### src/hw/rtl/pcpm_pkg.sv
package pcpm_pkg;

	localparam int LABEL_BITS = 4;
	localparam int Q_BITS     = 16;
	// quotient bits of one class precision: integer bit plus fifteen fraction bits
	localparam int PREC_STEPS = 16;
	localparam int STEP_BITS  = 5;

	localparam logic [1:0] OP_SAMPLE = 2'd0;
	localparam logic [1:0] OP_REPORT = 2'd1;
	localparam logic [1:0] OP_CLEAR  = 2'd2;

	typedef enum logic [2:0] {
		ST_IDLE,
		ST_LOAD,
		ST_DIV,
		ST_ACC,
		ST_EMIT
	} state_t;

	typedef struct packed {
		logic                  sample;
		logic                  clear;
		logic                  report;
		logic                  load;
		logic                  step;
		logic                  acc;
		logic                  emit;
		logic [LABEL_BITS-1:0] cls;
	} cmd_t;

endpackage

### src/hw/rtl/pcpm_ctrl.sv
module pcpm_ctrl #(
	parameter int CLASS_COUNT = 10
) (
	input  logic               clk,
	input  logic               arst_n,
	input  logic               start,
	input  logic [1:0]         op,
	output logic               busy,
	output pcpm_pkg::cmd_t     cmd
);

	localparam int IW = $clog2(CLASS_COUNT);

	pcpm_pkg::state_t                    state_q;
	pcpm_pkg::state_t                    state_d;
	logic [IW-1:0]                       cls_q;
	logic [pcpm_pkg::STEP_BITS-1:0]      step_q;
	logic                                div_last;
	logic                                cls_last;

	assign div_last = step_q == pcpm_pkg::STEP_BITS'(pcpm_pkg::PREC_STEPS - 1);
	assign cls_last = cls_q == IW'(CLASS_COUNT - 1);

	always_comb begin
		state_d = state_q;
		case (state_q)
			pcpm_pkg::ST_IDLE: begin
				if (start && op == pcpm_pkg::OP_REPORT) state_d = pcpm_pkg::ST_LOAD;
			end
			pcpm_pkg::ST_LOAD:   state_d = pcpm_pkg::ST_DIV;
			pcpm_pkg::ST_DIV: begin
				if (div_last) state_d = pcpm_pkg::ST_ACC;
			end
			pcpm_pkg::ST_ACC: begin
				state_d = cls_last ? pcpm_pkg::ST_EMIT : pcpm_pkg::ST_LOAD;
			end
			pcpm_pkg::ST_EMIT:   state_d = pcpm_pkg::ST_IDLE;
			default:             state_d = pcpm_pkg::ST_IDLE;
		endcase
	end

	always_comb begin
		cmd      = '0;
		cmd.cls  = pcpm_pkg::LABEL_BITS'(cls_q);
		busy     = state_q != pcpm_pkg::ST_IDLE;
		case (state_q)
			pcpm_pkg::ST_IDLE: begin
				if (start) begin
					case (op)
						pcpm_pkg::OP_SAMPLE: cmd.sample = 1'b1;
						pcpm_pkg::OP_REPORT: cmd.report = 1'b1;
						pcpm_pkg::OP_CLEAR:  cmd.clear  = 1'b1;
						default:             cmd.sample = 1'b0;
					endcase
				end
			end
			pcpm_pkg::ST_LOAD:   cmd.load  = 1'b1;
			pcpm_pkg::ST_DIV:    cmd.step  = 1'b1;
			pcpm_pkg::ST_ACC:    cmd.acc   = 1'b1;
			pcpm_pkg::ST_EMIT:   cmd.emit  = 1'b1;
			default:             cmd.emit  = 1'b0;
		endcase
	end

	always_ff @(posedge clk or negedge arst_n) begin
		if (!arst_n) begin
			state_q <= pcpm_pkg::ST_IDLE;
			cls_q   <= '0;
			step_q  <= '0;
		end else begin
			state_q <= state_d;
			if (state_q == pcpm_pkg::ST_IDLE) begin
				cls_q <= '0;
			end else if (state_q == pcpm_pkg::ST_ACC) begin
				cls_q <= cls_q + 1'b1;
			end
			// step count runs while staying in the dividing state
			if (state_d == state_q && state_q == pcpm_pkg::ST_DIV) begin
				step_q <= step_q + 1'b1;
			end else begin
				step_q <= '0;
			end
		end
	end

`ifndef ASSERT_OFF
	a_no_accept_busy: assert property (@(posedge clk) disable iff (!arst_n)
		busy |-> !(cmd.sample || cmd.clear || cmd.report))
		else $error("transfer command issued while busy");

	a_one_phase: assert property (@(posedge clk) disable iff (!arst_n)
		$onehot0({cmd.load, cmd.step, cmd.acc, cmd.emit}))
		else $error("more than one datapath phase at once");

	a_div_steps: assert property (@(posedge clk) disable iff (!arst_n)
		state_q == pcpm_pkg::ST_DIV |->
			step_q < pcpm_pkg::STEP_BITS'(pcpm_pkg::PREC_STEPS))
		else $error("class divide overran its steps");

	a_last_class: assert property (@(posedge clk) disable iff (!arst_n)
		(state_q == pcpm_pkg::ST_ACC && cls_last) |=> state_q == pcpm_pkg::ST_EMIT)
		else $error("emit not reached after last class");

	a_report_start: assert property (@(posedge clk) disable iff (!arst_n)
		cmd.report |=> state_q == pcpm_pkg::ST_LOAD && cls_q == '0)
		else $error("report did not start at first class");
`endif

endmodule

### src/hw/rtl/pcpm_datapath.sv
module pcpm_datapath #(
	parameter int CLASS_COUNT = 10,
	parameter int COUNT_BITS  = 16,
	parameter int SUM_BITS    = 20
) (
	input  logic                                  clk,
	input  logic                                  arst_n,
	input  pcpm_pkg::cmd_t                        cmd,
	input  logic [pcpm_pkg::LABEL_BITS-1:0]       true_label,
	input  logic [pcpm_pkg::LABEL_BITS-1:0]       predicted_label,
	input  logic [pcpm_pkg::LABEL_BITS-1:0]       query_class,
	output logic [pcpm_pkg::Q_BITS-1:0]           mean_precision,
	output logic [pcpm_pkg::Q_BITS-1:0]           class_precision,
	output logic                                  overflow,
	output logic                                  done
);

	localparam int IW  = $clog2(CLASS_COUNT);
	localparam int DW  = COUNT_BITS + 1;
	localparam int RW  = COUNT_BITS + 2;
	localparam int LW  = pcpm_pkg::LABEL_BITS + 1;
	localparam int QW  = pcpm_pkg::Q_BITS;
	// floor(sum / CLASS_COUNT) as sum * ceil(2^AVG_SHIFT / CLASS_COUNT) >> AVG_SHIFT,
	// exact for every sum below 2^SUM_BITS
	localparam int AVG_SHIFT = SUM_BITS + $clog2(CLASS_COUNT);
	localparam int RCW       = SUM_BITS + 1;
	localparam int PW        = SUM_BITS + RCW;
	localparam longint unsigned AVG_RECIP =
		((64'd1 << AVG_SHIFT) + 64'(CLASS_COUNT - 1)) / 64'(CLASS_COUNT);

	logic [COUNT_BITS-1:0] tp_q [CLASS_COUNT];
	logic [COUNT_BITS-1:0] fp_q [CLASS_COUNT];
	logic                  ovf_q;

	logic                  t_ok;
	logic                  p_ok;
	logic                  hit;
	logic [IW-1:0]         t_idx;
	logic [IW-1:0]         p_idx;
	logic [IW-1:0]         cls_idx;
	logic [IW-1:0]         tp_idx;
	logic [IW-1:0]         fp_idx;
	logic [COUNT_BITS-1:0] tp_rd;
	logic [COUNT_BITS-1:0] fp_rd;

	logic [DW-1:0]         den_q;
	logic [RW-1:0]         rem_q;
	logic [QW-1:0]         quo_q;
	logic                  zero_q;
	logic [DW-1:0]         den_load;
	logic                  ge;
	logic [RW-1:0]         rem_diff;
	logic [QW-1:0]         prec;

	logic [SUM_BITS-1:0]   sdiv_q;
	logic [PW-1:0]         avg_prod;

	logic                  qv_q;
	logic [IW-1:0]         qidx_q;
	logic [QW-1:0]         cp_q;
	logic [QW-1:0]         avg_out_q;
	logic [QW-1:0]         cp_out_q;
	logic                  ovf_out_q;
	logic                  done_q;

	assign t_ok    = {1'b0, true_label} < LW'(CLASS_COUNT);
	assign p_ok    = {1'b0, predicted_label} < LW'(CLASS_COUNT);
	assign t_idx   = true_label[IW-1:0];
	assign p_idx   = predicted_label[IW-1:0];
	assign cls_idx = cmd.cls[IW-1:0];
	assign hit     = true_label == predicted_label;

	// one read port per counter bank, shared by sample updates and the report sweep
	assign tp_idx = cmd.sample ? t_idx : cls_idx;
	assign fp_idx = cmd.sample ? p_idx : cls_idx;
	assign tp_rd  = tp_q[tp_idx];
	assign fp_rd  = fp_q[fp_idx];

	always_ff @(posedge clk or negedge arst_n) begin
		if (!arst_n) begin
			for (int i = 0; i < CLASS_COUNT; i++) begin
				tp_q[i] <= '0;
				fp_q[i] <= '0;
			end
			ovf_q <= 1'b0;
		end else if (cmd.clear) begin
			for (int i = 0; i < CLASS_COUNT; i++) begin
				tp_q[i] <= '0;
				fp_q[i] <= '0;
			end
			ovf_q <= 1'b0;
		end else if (cmd.sample && t_ok && p_ok) begin
			if (hit) begin
				if (&tp_rd) ovf_q <= 1'b1;
				else tp_q[tp_idx] <= tp_rd + 1'b1;
			end else begin
				if (&fp_rd) ovf_q <= 1'b1;
				else fp_q[fp_idx] <= fp_rd + 1'b1;
			end
		end
	end

	// restoring divide tp / (tp + fp), integer bit first then fifteen fraction bits
	assign den_load = DW'(tp_rd) + DW'(fp_rd);
	assign ge       = rem_q >= RW'(den_q);
	assign rem_diff = ge ? rem_q - RW'(den_q) : rem_q;
	assign prec     = zero_q ? '0 : quo_q;

	always_ff @(posedge clk) begin
		if (cmd.load) begin
			den_q  <= den_load;
			rem_q  <= RW'(tp_rd);
			quo_q  <= '0;
			zero_q <= den_load == '0;
		end else if (cmd.step) begin
			rem_q <= {rem_diff[RW-2:0], 1'b0};
			quo_q <= {quo_q[QW-2:0], ge};
		end
	end

	always_ff @(posedge clk) begin
		if (cmd.report) begin
			sdiv_q <= '0;
			cp_q   <= '0;
			qv_q   <= {1'b0, query_class} < LW'(CLASS_COUNT);
			qidx_q <= query_class[IW-1:0];
		end else if (cmd.acc) begin
			sdiv_q <= sdiv_q + SUM_BITS'(prec);
			if (qv_q && cls_idx == qidx_q) cp_q <= prec;
		end
	end

	assign avg_prod = PW'(sdiv_q) * PW'(AVG_RECIP);

	always_ff @(posedge clk) begin
		if (cmd.emit) begin
			avg_out_q <= avg_prod[AVG_SHIFT +: QW];
			cp_out_q  <= cp_q;
			ovf_out_q <= ovf_q;
		end
	end

	always_ff @(posedge clk or negedge arst_n) begin
		if (!arst_n) begin
			done_q <= 1'b0;
		end else begin
			done_q <= cmd.emit;
		end
	end

	assign mean_precision    = avg_out_q;
	assign class_precision   = cp_out_q;
	assign overflow          = ovf_out_q;
	assign done              = done_q;

endmodule

### src/hw/rtl/per_class_precision_metric_top.sv
// per-class and macro-average precision of a classifier, unsigned q1.15
// input channel: start with op, true_label, predicted_label and query_class;
// a transfer happens at a rising edge with start high and busy low
// op sample: counts a true positive (labels equal) or a false positive for the
// predicted class; busy stays low, so samples may arrive every cycle. labels
// at or above CLASS_COUNT drop the whole sample
// op clear: zeroes all counters and the overflow flag
// op report: busy rises for the sweep; each class runs a load step, a
// restoring divide and an accumulate step, then an emit step scales the
// sum by the reciprocal of CLASS_COUNT
// report end: done rises and busy falls at the edge that ends the emit step;
// the next transfer can be taken at the edge that ends the done cycle
// output: done is high for one cycle with mean_precision, class_precision
// and overflow; the receiver cannot stall and must take it then
// reset (arst_n low) clears all counters, the overflow flag and the controller
module per_class_precision_metric_top #(
	parameter int CLASS_COUNT = 10,
	parameter int COUNT_BITS  = 16
) (
	input  logic                                  clk,
	input  logic                                  arst_n,
	input  logic                                  start,
	output logic                                  busy,
	input  logic [1:0]                            op,
	input  logic [pcpm_pkg::LABEL_BITS-1:0]       true_label,
	input  logic [pcpm_pkg::LABEL_BITS-1:0]       predicted_label,
	input  logic [pcpm_pkg::LABEL_BITS-1:0]       query_class,
	output logic                                  done,
	output logic [pcpm_pkg::Q_BITS-1:0]           mean_precision,
	output logic [pcpm_pkg::Q_BITS-1:0]           class_precision,
	output logic                                  overflow
);

	localparam int SUM_BITS = pcpm_pkg::Q_BITS + $clog2(CLASS_COUNT);

	pcpm_pkg::cmd_t cmd;

	pcpm_ctrl #(
		.CLASS_COUNT (CLASS_COUNT)
	) u_ctrl (
		.clk    (clk),
		.arst_n (arst_n),
		.start  (start),
		.op     (op),
		.busy   (busy),
		.cmd    (cmd)
	);

	pcpm_datapath #(
		.CLASS_COUNT (CLASS_COUNT),
		.COUNT_BITS  (COUNT_BITS),
		.SUM_BITS    (SUM_BITS)
	) u_datapath (
		.clk               (clk),
		.arst_n            (arst_n),
		.cmd               (cmd),
		.true_label        (true_label),
		.predicted_label   (predicted_label),
		.query_class       (query_class),
		.mean_precision    (mean_precision),
		.class_precision   (class_precision),
		.overflow          (overflow),
		.done              (done)
	);

endmodule

### config.mk
export PLATFORM = sky130hd
export DESIGN_NAME = per_class_precision_metric_top
export DESIGN_NICKNAME = d
export VERILOG_FILES = /design/src/hw/rtl/pcpm_pkg.sv /design/src/hw/rtl/pcpm_ctrl.sv /design/src/hw/rtl/pcpm_datapath.sv /design/src/hw/rtl/per_class_precision_metric_top.sv
export SDC_FILE = /design/constraint.sdc
export NUM_CORES = 1
export LEC_CHECK = 0
export ABC_AREA = 1
export BUFFER_PORTS_ARGS = -buffer_cell sky130_fd_sc_hd__buf_2
export CAP_MARGIN = 40
export CORE_MARGIN = 8
export CORE_UTILIZATION = 39
export DETAILED_ROUTE_END_ITERATION = 8
export PLACE_DENSITY = 0.5
export SLEW_MARGIN = 20
export SYNTH_ARGS = -nofsm -noshare
export SYNTH_HDL_FRONTEND = slang
export SYNTH_SLANG_ARGS = --single-unit
### constraint.sdc
create_clock -name clk -period 7.9 [get_ports clk]
set_clock_uncertainty 0.05 [all_clocks]
set_input_delay 1.58 -clock clk [delete_from_list [all_inputs] [get_ports clk]]
set_output_delay 1.58 -clock clk [all_outputs]
set_load 0.1 [all_outputs]
==> impl_metrics.tcl, run 1 <==
set metrics [dict create \
    htreeDepth 2 \
    final_hold_viol_count 0 \
    gp_congestion 0.911 \
    route.vias.total 26154 \
    syn_area_um2 32100 \
    grt_first_pass_wirelength_um 153000 \
    p_clk_share_pct 50.0 \
    post_cts.resized_instances 0 \
    min_period_over_period_pct 81.3 \
    post_drt_via_cell_ratio 4.96 \
    critPathArrivalTime_ns 6.71 \
    cts.sink_count 460 \
    drive_gt1_share_pct 6.50 \
    clock_tree.root_cell "clkbuf_16" \
    clock.fmax_ghz 0.156 \
    floorplan.die.height_um 303 \
    static-leakage-power_nw 19.7 \
    insertedDiodeCount 0 \
    layout-area-overhead-vs-synth_pct 9.58 \
    setup.worst_path.class "register to register" \
    setup_viol_count_final 0 \
    yosys.area.top_type_share_pct 26.1 \
    route.antenna.remaining_nets 0 \
    post-cts-setup-buffers 0 \
    full_die_area_um2 91600 \
    critPathCaptureType "register" \
    worstSkewPairLatency_ns 0.63 \
    final_nets 4557 \
    crit_required_ns 8.18 \
    place.port_buffers 51 \
    drc_errors 0 \
    cts_tree "built" \
    routed_wl_um 97100 \
    hold_class "register to register" \
    synth_cells 4131 \
    hpwl_um 70300 \
    final_core_utilization_pct 43.0 \
    initialDrtViolationCount 1840 \
    coreArea_um2 81700 \
    rows 105 \
    avgSynthCellArea_um2 7.76 \
    drv.max_cap_violation_count 0 \
    wl_per_cell_um 18.4 \
    first_global_vias 26063 \
    combinationalPowerShare_pct 1.4 \
    ys_top_cells_by_area "dfrtp_1 (26%), nand2_1 (21%), ha_1 (9.9%)" \
    floorplan.die.width_um 303 \
    grt_max_degree 105 \
    synth_warnings 0 \
    groute.usage.overall_pct 21.3 \
    io-pin-count 52 \
    grt_setup_unrepaired "false" \
    syn_nets 4533 \
    cts.path.max_buffers 3 \
    firstDrtPassIters 6 \
    holdBufCountCts 0 \
    outcome "finished clean" \
    cell_internal_pwr_mw 3.80 \
    worst_setup_hold_path_clk_slew_ns 0.06 \
    grt.overflow.total 0 \
    totalNegativeSetupSlack_ns 0 \
    fin_crit_ns 6.42 \
    power.ir.vdd_worst_uv 148 \
    worst-slew-pin-transition_ns 0.861 \
    floorplan.initialDensity_pct 39.2 \
    ys_seq_area_share_pct 36.2 \
    power_switching_share_pct 22.9 \
    synth.ff_latch_count 460 \
    switching_power_mw 1.13 \
    crit_path_max_fanout 7 \
    ys_types 59 \
    initial_antenna_violation_count 0 \
    sequentialPowerShare_pct 48.6 \
    numCtsBuffers 55 \
    filler_cell_count 8519 \
    synthDominantAreaCellType "dfrtp_1" \
    power_density_nw_per_um2 140 \
    critPathLaunchType "register" \
    worst_slew_margin_rel_pct 42.6 \
    slew_violations 0 \
]
cell usage after synthesis (all sizes together):
library cell,n
a2111oi,1
a211oi,4
a21boi,8
a21o,7
a21oi,117
a221oi,4
a31oi,8
and2,2
buf,88
clkbuf,35
clkinv,13
dfrtp,334
dfxtp,54
edfxtp,72
fa,132
ha,253
inv,443
nand2,1806
nand3,171
nand3b,11
nand4,43
nor2,237
nor3,15
nor3b,1
nor4,7
o2111ai,1
o211ai,1
o21a,6
o21ai,122
o21bai,3
o221a,1
o221ai,4
o22ai,18
o31ai,2
or2,5
xnor2,39
xor2,63
worst max-delay path, stage by stage, from the launching register on:
cell and delay (ns):
dfxtp_1 0.64, ha_1 0.42, ha_1 0.34, fa_1 0.52, fa_1 0.46, fa_1 0.54, fa_1 0.55, inv_1 0.05
fa_1 0.49, inv_1 0.04, ha_1 0.36, a21oi_1 0.38, nand2_1 0.10, a211oi_1 0.34, nand2_1 0.14, a21oi_1 0.20
nor2_1 0.09, nor2_1 0.16, nor2_1 0.06, nor2_1 0.12, xnor2_1 0.08
flip-flops by register name, summed over array words and instances, names as in the netlist:
register / cells
u_datapath.ovf_q: 1
u_datapath.mean_precision: 16
u_datapath.done: 1
u_datapath.tp_q: 160
u_datapath.cp_q: 16
u_ctrl.cls_q: 4
u_datapath.qv_q: 1
u_datapath.qidx_q: 4
u_datapath.quo_q: 16
u_datapath.zero_q: 1
u_ctrl.step_q: 5
u_datapath.rem_q: 18
u_datapath.sdiv_q: 20
u_datapath.class_precision: 16
u_datapath.den_q: 17
u_ctrl.state_q: 3
u_datapath.fp_q: 160
u_datapath.overflow: 1
per-stage QoR:
stage | power, mW | setup WS, ns | std cells | cell area (µm²) | hold slack [ns]
2_1_floorplan | 2.46 | 2.29 | 4131 | 32100 | 0.353
3_3_place_gp | 2.51 | 1.28 | 5156 | 33200 | 0.365
3_5_place_dp | 2.51 | 1.12 | 5167 | 33400 | 0.363
4_1_cts | 5.01 | 1.50 | 5268 | 35100 | 0.377
5_1_grt | 5.11 | 1.19 | 5269 | 35100 | 0.391
6_report | 4.93 | 1.48 | 5269 | 35100 | 0.379
cell type report:
class	count	area [µm²]	area share, %
multi-input combinational	3092	18100	51.5
sequential	460	11600	33.0
inverter	456	1710	4.88
clock buffer	79	1540	4.37
tap	1070	1340	3.81
timing repair buffer	90	656	1.87
clock inverter	22	201	0.573
final timing paths:
check	from	end	slack, ns	cells after the start
setup reg to reg	u_datapath.sdiv_q[10]$_SDFFE_PP0N_	u_datapath.mean_precision[10]$_DFFE_PP_	1.48	20
hold reg to reg	u_datapath.cp_q[3]$_SDFFE_PP0P_	u_datapath.class_precision[3]$_DFFE_PP_	0.38	0
max in group asynchronous	arst_n	u_datapath.fp_q[53]$_DFFE_PN0P_	5.54	3
setup / recovery	u_datapath.sdiv_q[10]$_SDFFE_PP0N_	u_datapath.mean_precision[10]$_DFFE_PP_	1.48	20
hold / removal	u_datapath.cp_q[3]$_SDFFE_PP0P_	u_datapath.class_precision[3]$_DFFE_PP_	0.38	0
min in group asynchronous	arst_n	u_datapath.tp_q[90]$_DFFE_PN0P_	0.97	1
cells by family (layout without fill, tap and decap cells):
kind of cell	after synthesis	in the layout	share of synthesized area, %
AO/OA/AOI/OAI	307	307	5.35
XOR/XNOR	102	102	2.81
adder cells (fa/ha/maj)	385	385	18.1
buffers and inverters	579	647	7.58
flip-flops	460	460	36.2
AND/OR/NAND/NOR	2298	2298	30.0
routing by layer:
metal,vias to the layer above,track usage (%),routed length (µm)
met5,-,0,0
met4,0,5.79,2510
met3,137,3.35,5060
met2,574,34.8,44600
met1,12430,29.2,44800
li1,13013,-,-
power by group through the flow:
| stage | Clock [mW] | Combinational (mW) | Sequential (mW) |
|---|---|---|---|
| global route | 2.63 | 0.0782 | 2.40 |
| global placement | 0 | 0.0673 | 2.44 |
| detailed placement | 0 | 0.0705 | 2.44 |
| floorplan | 0 | 0.0146 | 2.44 |
| CTS | 2.54 | 0.0709 | 2.40 |
| finish | 2.47 | 0.0673 | 2.40 |
placed cells by master, fill, tap and decap left out, drive strengths merged, types with 3 or more instances in the layout:
| cell | synthesis | routed |
|---|---|---|
| clkinv | 13 | 27 |
| clkinvlp | 0 | 6 |
| dfxtp | 54 | 54 |
| xnor2 | 39 | 39 |
| o22ai | 18 | 18 |
| nand3 | 171 | 171 |
| nor3 | 15 | 15 |
| ha | 253 | 253 |
| nand3b | 11 | 11 |
| nand4 | 43 | 43 |
| fa | 132 | 132 |
| buf | 88 | 89 |
| nand2 | 1806 | 1806 |
| a21boi | 8 | 8 |
| o221ai | 4 | 4 |
| a31oi | 8 | 8 |
| edfxtp | 72 | 72 |
| a21o | 7 | 7 |
| dfrtp | 334 | 334 |
| o21bai | 3 | 3 |
| clkbuf | 35 | 80 |
| a21oi | 117 | 117 |
| a221oi | 4 | 4 |
| inv | 443 | 444 |
| or2 | 5 | 5 |
| a211oi | 4 | 4 |
| o21a | 6 | 6 |
| o21ai | 122 | 122 |
| nor2 | 237 | 237 |
| nor4 | 7 | 7 |
| xor2 | 63 | 63 |
Power figures use the tool's default switching activity.
==> run 2, diff against run 1 <==
==> constraint.sdc (replaced) <==
create_clock -name clk -period 6.35 [get_ports clk]
set_clock_uncertainty 0.05 [all_clocks]
set_input_delay 1.27 -clock clk [delete_from_list [all_inputs] [get_ports clk]]
set_output_delay 1.27 -clock clk [all_outputs]
set_load 0.1 [all_outputs]
==> run 2 against run 1 <==
Net effect: hold slack got worse by 0.0023 ns; routed wire length increased by 2.1%; count of clock-buffer cells in the layout unchanged; first-iteration DRC count increased by 5.9%; sequential cell count unchanged; setup slack worse by 1.1 ns; power increased by 27%; utilization is 0.58 points higher; non-clock buffer count up 49; final cell count is 0.99% higher; critical endpoint is now u_datapath.mean_precision[13]$_DFFE_PP_.
==> impl_metrics.tcl, run 2 (same netlist as run 1, synthesis figures left out) <==
set metrics [dict create \
    insertedDiodeCount 0 \
    grt_setup_unrepaired "false" \
    rows 105 \
    place.port_buffers 51 \
    static-leakage-power_nw 20.0 \
    totalNegativeSetupSlack_ns 0 \
    timing.critical_path.slowest_stage_cell "dfxtp_1" \
    hpwl_um 72700 \
    first_global_vias 25919 \
    worst_slew_margin_rel_pct 40.3 \
    route.vias.total 26223 \
    post_cts.resized_instances 0 \
    io-pin-count 52 \
    cts.path.max_buffers 3 \
    grt.overflow.total 0 \
    grt_first_pass_wirelength_um 156000 \
    worstSkewPairLatency_ns 0.63 \
    mostFrequentLayoutCells "nand2_1 (1793), inv_1 (427), dfrtp_1 (334)" \
    floorplan.die.height_um 303 \
    initialDrtViolationCount 1949 \
    route.antenna.remaining_nets 0 \
    full_die_area_um2 91600 \
    coreArea_um2 81700 \
    r2r_end "u_datapath.mean_precision[13]$_DFFE_PP_" \
    regToRegStartpoint "u_datapath.sdiv_q[2]$_SDFFE_PP0N_" \
    critPathLaunchType "register" \
    floorplan.die.width_um 303 \
    groute.usage.overall_pct 21.7 \
    final_common_cell "nand2_1" \
    drv.max_cap_violation_count 0 \
    drc_errors 0 \
    initial_antenna_violation_count 0 \
    worst_setup_hold_path_clk_slew_ns 0.06 \
    worstSetupEndpoint "u_datapath.mean_precision[13]$_DFFE_PP_" \
    timing.critical_path.buf_inv 1 \
    crit_required_ns 6.65 \
    fin_crit_ns 6.01 \
    critPathArrivalTime_ns 6.31 \
    final_nets 4606 \
    slew_violations 0 \
    critical_path.startpoint "u_datapath.sdiv_q[2]$_SDFFE_PP0N_" \
    routed_wl_um 99100 \
    critPathCaptureType "register" \
    numPlacedInstances 5216 \
    cts.sink_count 460 \
    cts_tree "built" \
    drive_gt1_share_pct 7.95 \
    largest_delay_contributor_family_on_the_critical_path "adder cells" \
    register_to_register_path_depth 19 \
    post-cts-setup-buffers 0 \
    final_hold_viol_count 0 \
    crit_path_max_fanout 9 \
    wl_per_cell_um 18.6 \
    filler_cell_count 8376 \
    firstDrtPassIters 6 \
    path_depth 19 \
    holdBufCountCts 0 \
    layout-area-overhead-vs-synth_pct 11.1 \
    top_regs "u_datapath.fp_q: 160 flops, u_datapath.tp_q: 160 flops, u_datapath.sdiv_q: 20 flops" \
    reg2reg_setup_slack_ns 0.34 \
    min_period_over_period_pct 94.6 \
    crit_path_max_incr_delay_ns 0.55 \
    finish.cell_count_without_fillers 5321 \
    floorplan.initialDensity_pct 39.2 \
    outcome "finished clean" \
    ff_latch_area_um2 11600 \
    hold_class "register to register" \
    post_drt_via_cell_ratio 4.93 \
    multi_input_area_um2 18100 \
    power.ir.vdd_worst_uv 208 \
    gp_congestion 0.912 \
    setup.worst_path.class "register to register" \
    clock_tree.root_cell "clkbuf_16" \
    numCtsBuffers 55 \
    clock.fmax_ghz 0.166 \
    crit_path_cell_trace "ha_1 > xor2_1 > ha_1 > or2_2 > fa_1 > fa_1 > fa_1 > fa_1 > ha_1 > ha_1 > a21oi_1 > inv_1 > a31oi_1 > o21ai_0 > a221oi_1 > nand2_1 > nand3_1 > nand2_1 > xor2_1" \
    grt_max_degree 138 \
    worst-slew-pin-transition_ns 0.895 \
    power_density_nw_per_um2 176 \
    setup_viol_count_final 0 \
    htreeDepth 2 \
]
[run 2: report_power, final]
part / leakage, nW / internal, mW / switching (mW)
Clock: 0.926 / 1.85 / 1.37
Combinational: 13.4 / 0.0158 / 0.0645
Sequential: 5.69 / 2.98 / 0.000165
[run 2: worst min path at each step]
stage,startpoint,end,cells past startpoint
after floorplan,u_datapath.cp_q[0]$_SDFFE_PP0P_,u_datapath.class_precision[0]$_DFFE_PP_,0
after global placement,u_datapath.cp_q[15]$_SDFFE_PP0P_,u_datapath.class_precision[15]$_DFFE_PP_,0
after detailed placement,u_datapath.cp_q[15]$_SDFFE_PP0P_,u_datapath.class_precision[15]$_DFFE_PP_,0
after CTS,u_datapath.cp_q[13]$_SDFFE_PP0P_,u_datapath.class_precision[13]$_DFFE_PP_,0
after global routing,u_datapath.cp_q[15]$_SDFFE_PP0P_,u_datapath.class_precision[15]$_DFFE_PP_,0
final,u_datapath.cp_q[13]$_SDFFE_PP0P_,u_datapath.class_precision[13]$_DFFE_PP_,0
[run 2: area by class of cell]
type                    count  share of cell area, %
multi-input cells        3092                   50.7
flip-flops and latches    460                   32.6
inverters                 456                   4.81
clock buffers              79                   4.61
well taps                1070                   3.76
repair buffers            139                   2.90
clock inverters            25                  0.580
[run 2: routing by layer]
| metal | track usage (%) | share of wire (%) |
|---|---|---|
| met5 | 0 | 0 |
| met2 | 34.8 | 46 |
| met4 | 5.45 | 2.4 |
| met3 | 2.47 | 4.2 |
| met1 | 31.2 | 48 |
[run 2: through the flow]
stage	util, %	power (mW)	hold slack (ns)	instance area [µm²]	worst slack, ns
final	43.6	6.28	0.377	35600	0.340
after global routing	43.6	6.50	0.386	35600	0.0111
after CTS	43.5	6.37	0.376	35600	0.249
after detailed placement	41.3	3.12	0.365	33700	0.287
after global placement	41.2	3.12	0.359	33700	0.297
after floorplan	-	3.06	0.353	32100	0.866
